<file path="src/hdl/ttq_pkg.sv">
`timescale 1ns / 1ps
`default_nettype none
// ----------------------------------------------------------------------------
// ttq_pkg: shared types for the time ordered task queue
// Opcodes, status codes, key layout and the precedence compare.
// ----------------------------------------------------------------------------
package ttq_pkg;

  localparam logic [1:0] OP_INSERT = 2'd0;
  localparam logic [1:0] OP_POP    = 2'd1;
  localparam logic [1:0] OP_CLEAR  = 2'd2;
  localparam logic [1:0] OP_LIST   = 2'd3;

  localparam logic [1:0] ST_OK    = 2'd0;
  localparam logic [1:0] ST_FULL  = 2'd1;
  localparam logic [1:0] ST_EMPTY = 2'd2;

  localparam logic signed [12:0] TIME_NONE = -13'sd1;

  typedef struct packed {
    logic [13:0]        year;
    logic [3:0]         month;
    logic [4:0]         day;
    logic signed [12:0] hhmm;
  } key_t;

  typedef struct packed {
    key_t prim;
    key_t fin;
  } keys_t;

  // one command word per cycle, broadcast to every cell
  typedef struct packed {
    logic ins;
    logic pop;
    logic rot;
  } cmd_t;

  // true when the new task a goes in front of stored task b
  function automatic logic precedes(input keys_t a, input keys_t b);
    logic [22:0] ad;
    logic [22:0] bd;
    logic [22:0] ae;
    logic [22:0] be;
    logic        r;
    ad = {a.prim.year, a.prim.month, a.prim.day};
    bd = {b.prim.year, b.prim.month, b.prim.day};
    ae = {a.fin.year, a.fin.month, a.fin.day};
    be = {b.fin.year, b.fin.month, b.fin.day};
    if (ad != bd) begin
      r = (ad < bd);
    end else if (a.prim.hhmm != b.prim.hhmm) begin
      r = ($signed(a.prim.hhmm) < $signed(b.prim.hhmm));
    end else if (a.prim.hhmm == TIME_NONE) begin
      r = 1'b1;
    end else if (ae != be) begin
      r = (ae < be);
    end else begin
      r = ($signed(a.fin.hhmm) < $signed(b.fin.hhmm));
    end
    return r;
  endfunction

endpackage
`default_nettype wire

</file>
<file path="src/hdl/ttq_cell.sv">
`timescale 1ns / 1ps
`default_nettype none
// ----------------------------------------------------------------------------
// ttq_cell: one slot of the sorted queue
// Holds a tag and its keys; compares against the incoming task and moves
// data to or from its neighbors on insert, pop and list rotation.
// ----------------------------------------------------------------------------
module ttq_cell #(
  parameter int IDX      = 0,
  parameter int CNT_W    = 5,
  parameter int TAG_BITS = 16
) (
  input  wire                       clk,
  input  wire ttq_pkg::cmd_t        cmd,
  input  wire [CNT_W-1:0]           count,
  input  wire [TAG_BITS-1:0]        new_tag,
  input  wire ttq_pkg::keys_t       new_keys,
  input  wire [TAG_BITS-1:0]        left_tag,
  input  wire ttq_pkg::keys_t       left_keys,
  input  wire [TAG_BITS-1:0]        right_tag,
  input  wire ttq_pkg::keys_t       right_keys,
  input  wire [TAG_BITS-1:0]        head_tag,
  input  wire ttq_pkg::keys_t       head_keys,
  input  wire                       hit_in,
  output logic                      hit_out,
  output logic [TAG_BITS-1:0]       tag,
  output ttq_pkg::keys_t            keys
);

  logic [TAG_BITS-1:0] tag_r;
  logic [TAG_BITS-1:0] tag_nxt;
  ttq_pkg::keys_t      keys_r;
  ttq_pkg::keys_t      keys_nxt;
  logic                occupied;
  logic                at_tail;
  logic                is_last;
  logic                hit;

  assign occupied = (count > CNT_W'(IDX));
  assign at_tail  = (count == CNT_W'(IDX));
  assign is_last  = (count == CNT_W'(IDX + 1));
  assign hit      = occupied && ttq_pkg::precedes(new_keys, keys_r);
  assign hit_out  = hit_in || hit;

  always_comb begin
    tag_nxt  = tag_r;
    keys_nxt = keys_r;
    if (cmd.ins) begin
      if (occupied || at_tail) begin
        if (hit_in) begin
          // shift toward the tail behind the insert point
          tag_nxt  = left_tag;
          keys_nxt = left_keys;
        end else if (hit || at_tail) begin
          tag_nxt  = new_tag;
          keys_nxt = new_keys;
        end
      end
    end else if (cmd.pop) begin
      tag_nxt  = right_tag;
      keys_nxt = right_keys;
    end else if (cmd.rot) begin
      // wrap the head around to the last occupied slot
      if (is_last) begin
        tag_nxt  = head_tag;
        keys_nxt = head_keys;
      end else begin
        tag_nxt  = right_tag;
        keys_nxt = right_keys;
      end
    end
  end

  always_ff @(posedge clk) begin
    tag_r  <= tag_nxt;
    keys_r <= keys_nxt;
  end

  assign tag  = tag_r;
  assign keys = keys_r;

endmodule
`default_nettype wire

</file>
<file path="config.mk">
export PLATFORM = sky130hd
export DESIGN_NAME = ttq_cell
export DESIGN_NICKNAME = d
export VERILOG_FILES = /design/src/hdl/ttq_pkg.sv /design/src/hdl/ttq_cell.sv
export SDC_FILE = /design/constraint.sdc
export NUM_CORES = 1
export LEC_CHECK = 0
export ABC_AREA = 1
export BUFFER_PORTS_ARGS = -buffer_cell sky130_fd_sc_hd__buf_2
export CELL_PAD_IN_SITES_DETAIL_PLACEMENT = 1
export CELL_PAD_IN_SITES_GLOBAL_PLACEMENT = 1
export CORE_AREA = 2 2 177 179
export DETAILED_ROUTE_END_ITERATION = 10
export DIE_AREA = 0 0 179 181
export HOLD_SLACK_MARGIN = 0.03
export PLACE_DENSITY = 0.73
export SLEW_MARGIN = 20
export SYNTH_ARGS = -nofsm -noshare
export SYNTH_HDL_FRONTEND = slang
export SYNTH_SLANG_ARGS = --single-unit
</file>
<file path="constraint.sdc">
create_clock -name clk -period 3.85 [get_ports clk]
set_input_delay 0.1925 -clock clk [delete_from_list [all_inputs] [get_ports clk]]
set_output_delay 0.1925 -clock clk [all_outputs]
set_load 0.01 [all_outputs]
</file>
==> impl_metrics.csv <==
group,metric,value,unit
synthesis,syn_avg_cell_area,7.113,µm²
setup_path,cpMaxStageDelayCell,"edfxtp_1",
global_routing,overflow,0,
die,die_h,181,µm
worst_hold_path,hold_depth,3,
clock_tree,cts_resized,0,
drt,wl_per_cell,17.09,µm
die,die-width,179,µm
worst_hold_path,hp-class,"in -> reg",
setup_path,crit_type,"reg -> reg",
timing,final-hold-violation-count,0,
worst_hold_path,min-delay-start,"right_keys[49]",
timing,post-route-period-util,73.64,%
timing,slew_headroom,26.73,%
setup_path,r2r_start,"keys[71]",
die,core_area,30350,µm²
die,initial_core_util,25.22,%
setup_path,r2r_slack,1.01,ns
synthesis,synth_area_leader_cell,"edfxtp_1",
global_routing,grt_pass1_vias,9294,
setup_path,reg2reg_to,"keys[44]",
clock_tree,clock_path_buffers,2,
timing,period_needed,2.835,ns
synthesis,synth_top_area_share,34.53,%
global_routing,antenna_found_initial,3,
timing,finalSetupTns,0,ns
job,cap_violations,0,
timing,rsz0062_at_grt,"no",
timing,slew_violations,0,
clock_tree,clock_latency,0.35,ns
final_layout,layout_common_cells,"449 x buf_2, 289 x a21oi_1, 199 x nand2_1, 192 x inv_1, 88 x edfxtp_1",
global_routing,grt_max_degree,177,
drt,vias_per_cell,4.675,
clock_tree,hold_buffers,0,
setup_path,crit_start,"keys[71]",
setup_path,start_kind,"flop",
setup_path,crit_chain,"inv_1 > ha_1 > inv_2 > nor3_2 > nand2_1 > nor4_4 > nand2_1 > inv_1 > nand2_1 > nand3_1 > nand2_1 > inv_4 > buf_4",
synthesis,syn_inst,1076,
synthesis,netlist_top_cells_area,"edfxtp_1 35%, a21oi_1 19%, ha_1 12%",
setup_path,critPathMaxFanout,28,
die,num_io_pins,451,
setup_path,crit_arrival,2.86,ns
placed_design,hpwl,26190,µm
power_and_ir_drop,power_leakage,5.602,nW
setup_path,max_stage_delay,0.37,ns
synthesis,synth.cell_area,7654,µm²
drt,wl,32350,µm
clock_tree,htreeDepth,3,
synthesis,synth_ff_type,"edfxtp_1",
clock_tree,cts_root_buf,"clkbuf_16",
synthesis,ys_ff_latch,88,
run_status,status,"complete, no violations",
placed_design,finalWeightedCongestion,0.8432,
timing,skew,0.01389,ns
setup_path,reg2reg_depth,13,
final_layout,drive_gt1_share,32.53,%
synthesis,seq_area_frac_synth,34.53,%
drt,route.detailed.drc,0,
power_and_ir_drop,report.power.total,3.194,mW
timing,max_freq,352.7,MHz
worst_hold_path,min_to,"keys[49]",
timing,finalSetupViolCount,0,
synthesis,ys_types,28,
drt,first_iter_violations,288,
final_layout,area_growth,37.08,%
drt,firstDrtPassIters,4,
setup_path,cp.required,3.87,ns
power_and_ir_drop,p_per_area,304.4,nW/µm²
drt,ant_nets,0,
clock_tree,cts_tree,"built",
clock_tree,cts_made_buffers,9,
setup_path,crit_top_cell,"nand2_1",
synthesis,async_reset_ff_share,0,%
final_layout,final_common_cell,"buf_2",
clock_tree,clk_pin_slew,0.07,ns
final_layout,nets,1922,
synthesis,syn_nets,1509,
setup_path,end_kind,"flop",
drt,vias,8850,
timing,worstMarginPinSlew,1.099,ns
placed_design,io_buffers,450,
synthesis,synth_warnings,0,
synthesis,synth_edf_count,88,
clock_tree,clock_sinks,88,
global_routing,grt_pass1_wl,49270,µm
die,design.die.area,32400,µm²
power_and_ir_drop,max-vdd-ir-drop,0.1883,mV
global_routing,groute.usage.overall,19.44,%
clock_tree,cts_setup_buffers,0,
die,rows,64,
-- how the worst max path moves through the flow --
stage / depth (start not counted) / end / slack, ns
after floorplan: 16 / keys[0] / 0.16
after global placement: 13 / keys[55] / 0.89
after detailed placement: 13 / keys[49] / 0.83
after CTS: 13 / keys[50] / 0.83
after global routing: 13 / keys[58] / 0.68
final: 13 / keys[44] / 1.01
-- sequential cells by signal (all words and copies together) (netlist names) --
name  count
keys     72
tag      16
-- final cells by class --
type	count	area [µm²]
Antenna cell	3	7.507
Clock buffer	11	232.7
Clock inverter	5	33.78
Fill cell	3985	19860
Inverter	201	760.7
Multi-Input combinational cell	730	3971
Sequential cell	88	2643
Tap cell	396	495.5
Timing Repair Buffer	459	2347
-- cells in the mapped netlist, types with 2 or more instances --
| library cell | count |
|---|---|
| a21o_1 | 2 |
| a21oi_1 | 289 |
| buf_2 | 6 |
| buf_4 | 9 |
| buf_6 | 4 |
| clkbuf_1 | 38 |
| edfxtp_1 | 88 |
| ha_1 | 71 |
| inv_1 | 193 |
| inv_2 | 7 |
| nand2_1 | 199 |
| nand3_1 | 21 |
| nand3b_1 | 2 |
| nand4_1 | 10 |
| nor2_1 | 30 |
| nor2_2 | 2 |
| nor3_1 | 3 |
| o21ai_0 | 33 |
| o21ai_1 | 60 |
-- worst max-delay path: cells and delay by family, from the launching register on --
kind / cells / cell delay (ns)
buf+inv: 5 / 0.87
fa+ha+maj: 1 / 0.32
simple gates: 7 / 0.94
flops: 1 / 0.37
-- where the power goes --
group	internal (mW)	switching (mW)
sequential	1.20	0.0555
clock	0.439	0.402
combinational	0.451	0.645
-- metrics by stage --
stage | cell area, µm² | std cells | worst slack, ns | hold WS, ns | util (%)
after floorplan | 7654 | 1076 | 0.1631 | 0.4393 | -
after global placement | 10220 | 1874 | 0.8945 | 0.5353 | 33.67
after detailed placement | 10220 | 1874 | 0.8330 | 0.5409 | 33.67
after CTS | 10480 | 1890 | 0.8316 | 0.1691 | 34.54
after global routing | 10490 | 1893 | 0.6778 | 0.1804 | 34.57
final | 10490 | 1893 | 1.015 | 0.1847 | 34.57
-- logic make-up after synthesis --
logic type | after synthesis | synth area share [%]
AO/OA/AOI/OAI | 387 | 25.45
buffers and inverters | 258 | 13.58
adder cells (fa/ha/maj) | 71 | 11.61
AND/OR/NAND/NOR | 272 | 14.83
flip-flops | 88 | 34.53
-- metal layers --
metal  share of wire, %  track usage (%)
met4                2.0            5.301
met1                 40            21.69
met5                  0                0
met2                 52            36.58
met3                6.8            4.167
No activity file was read; power rests on OpenSTA's default activity.
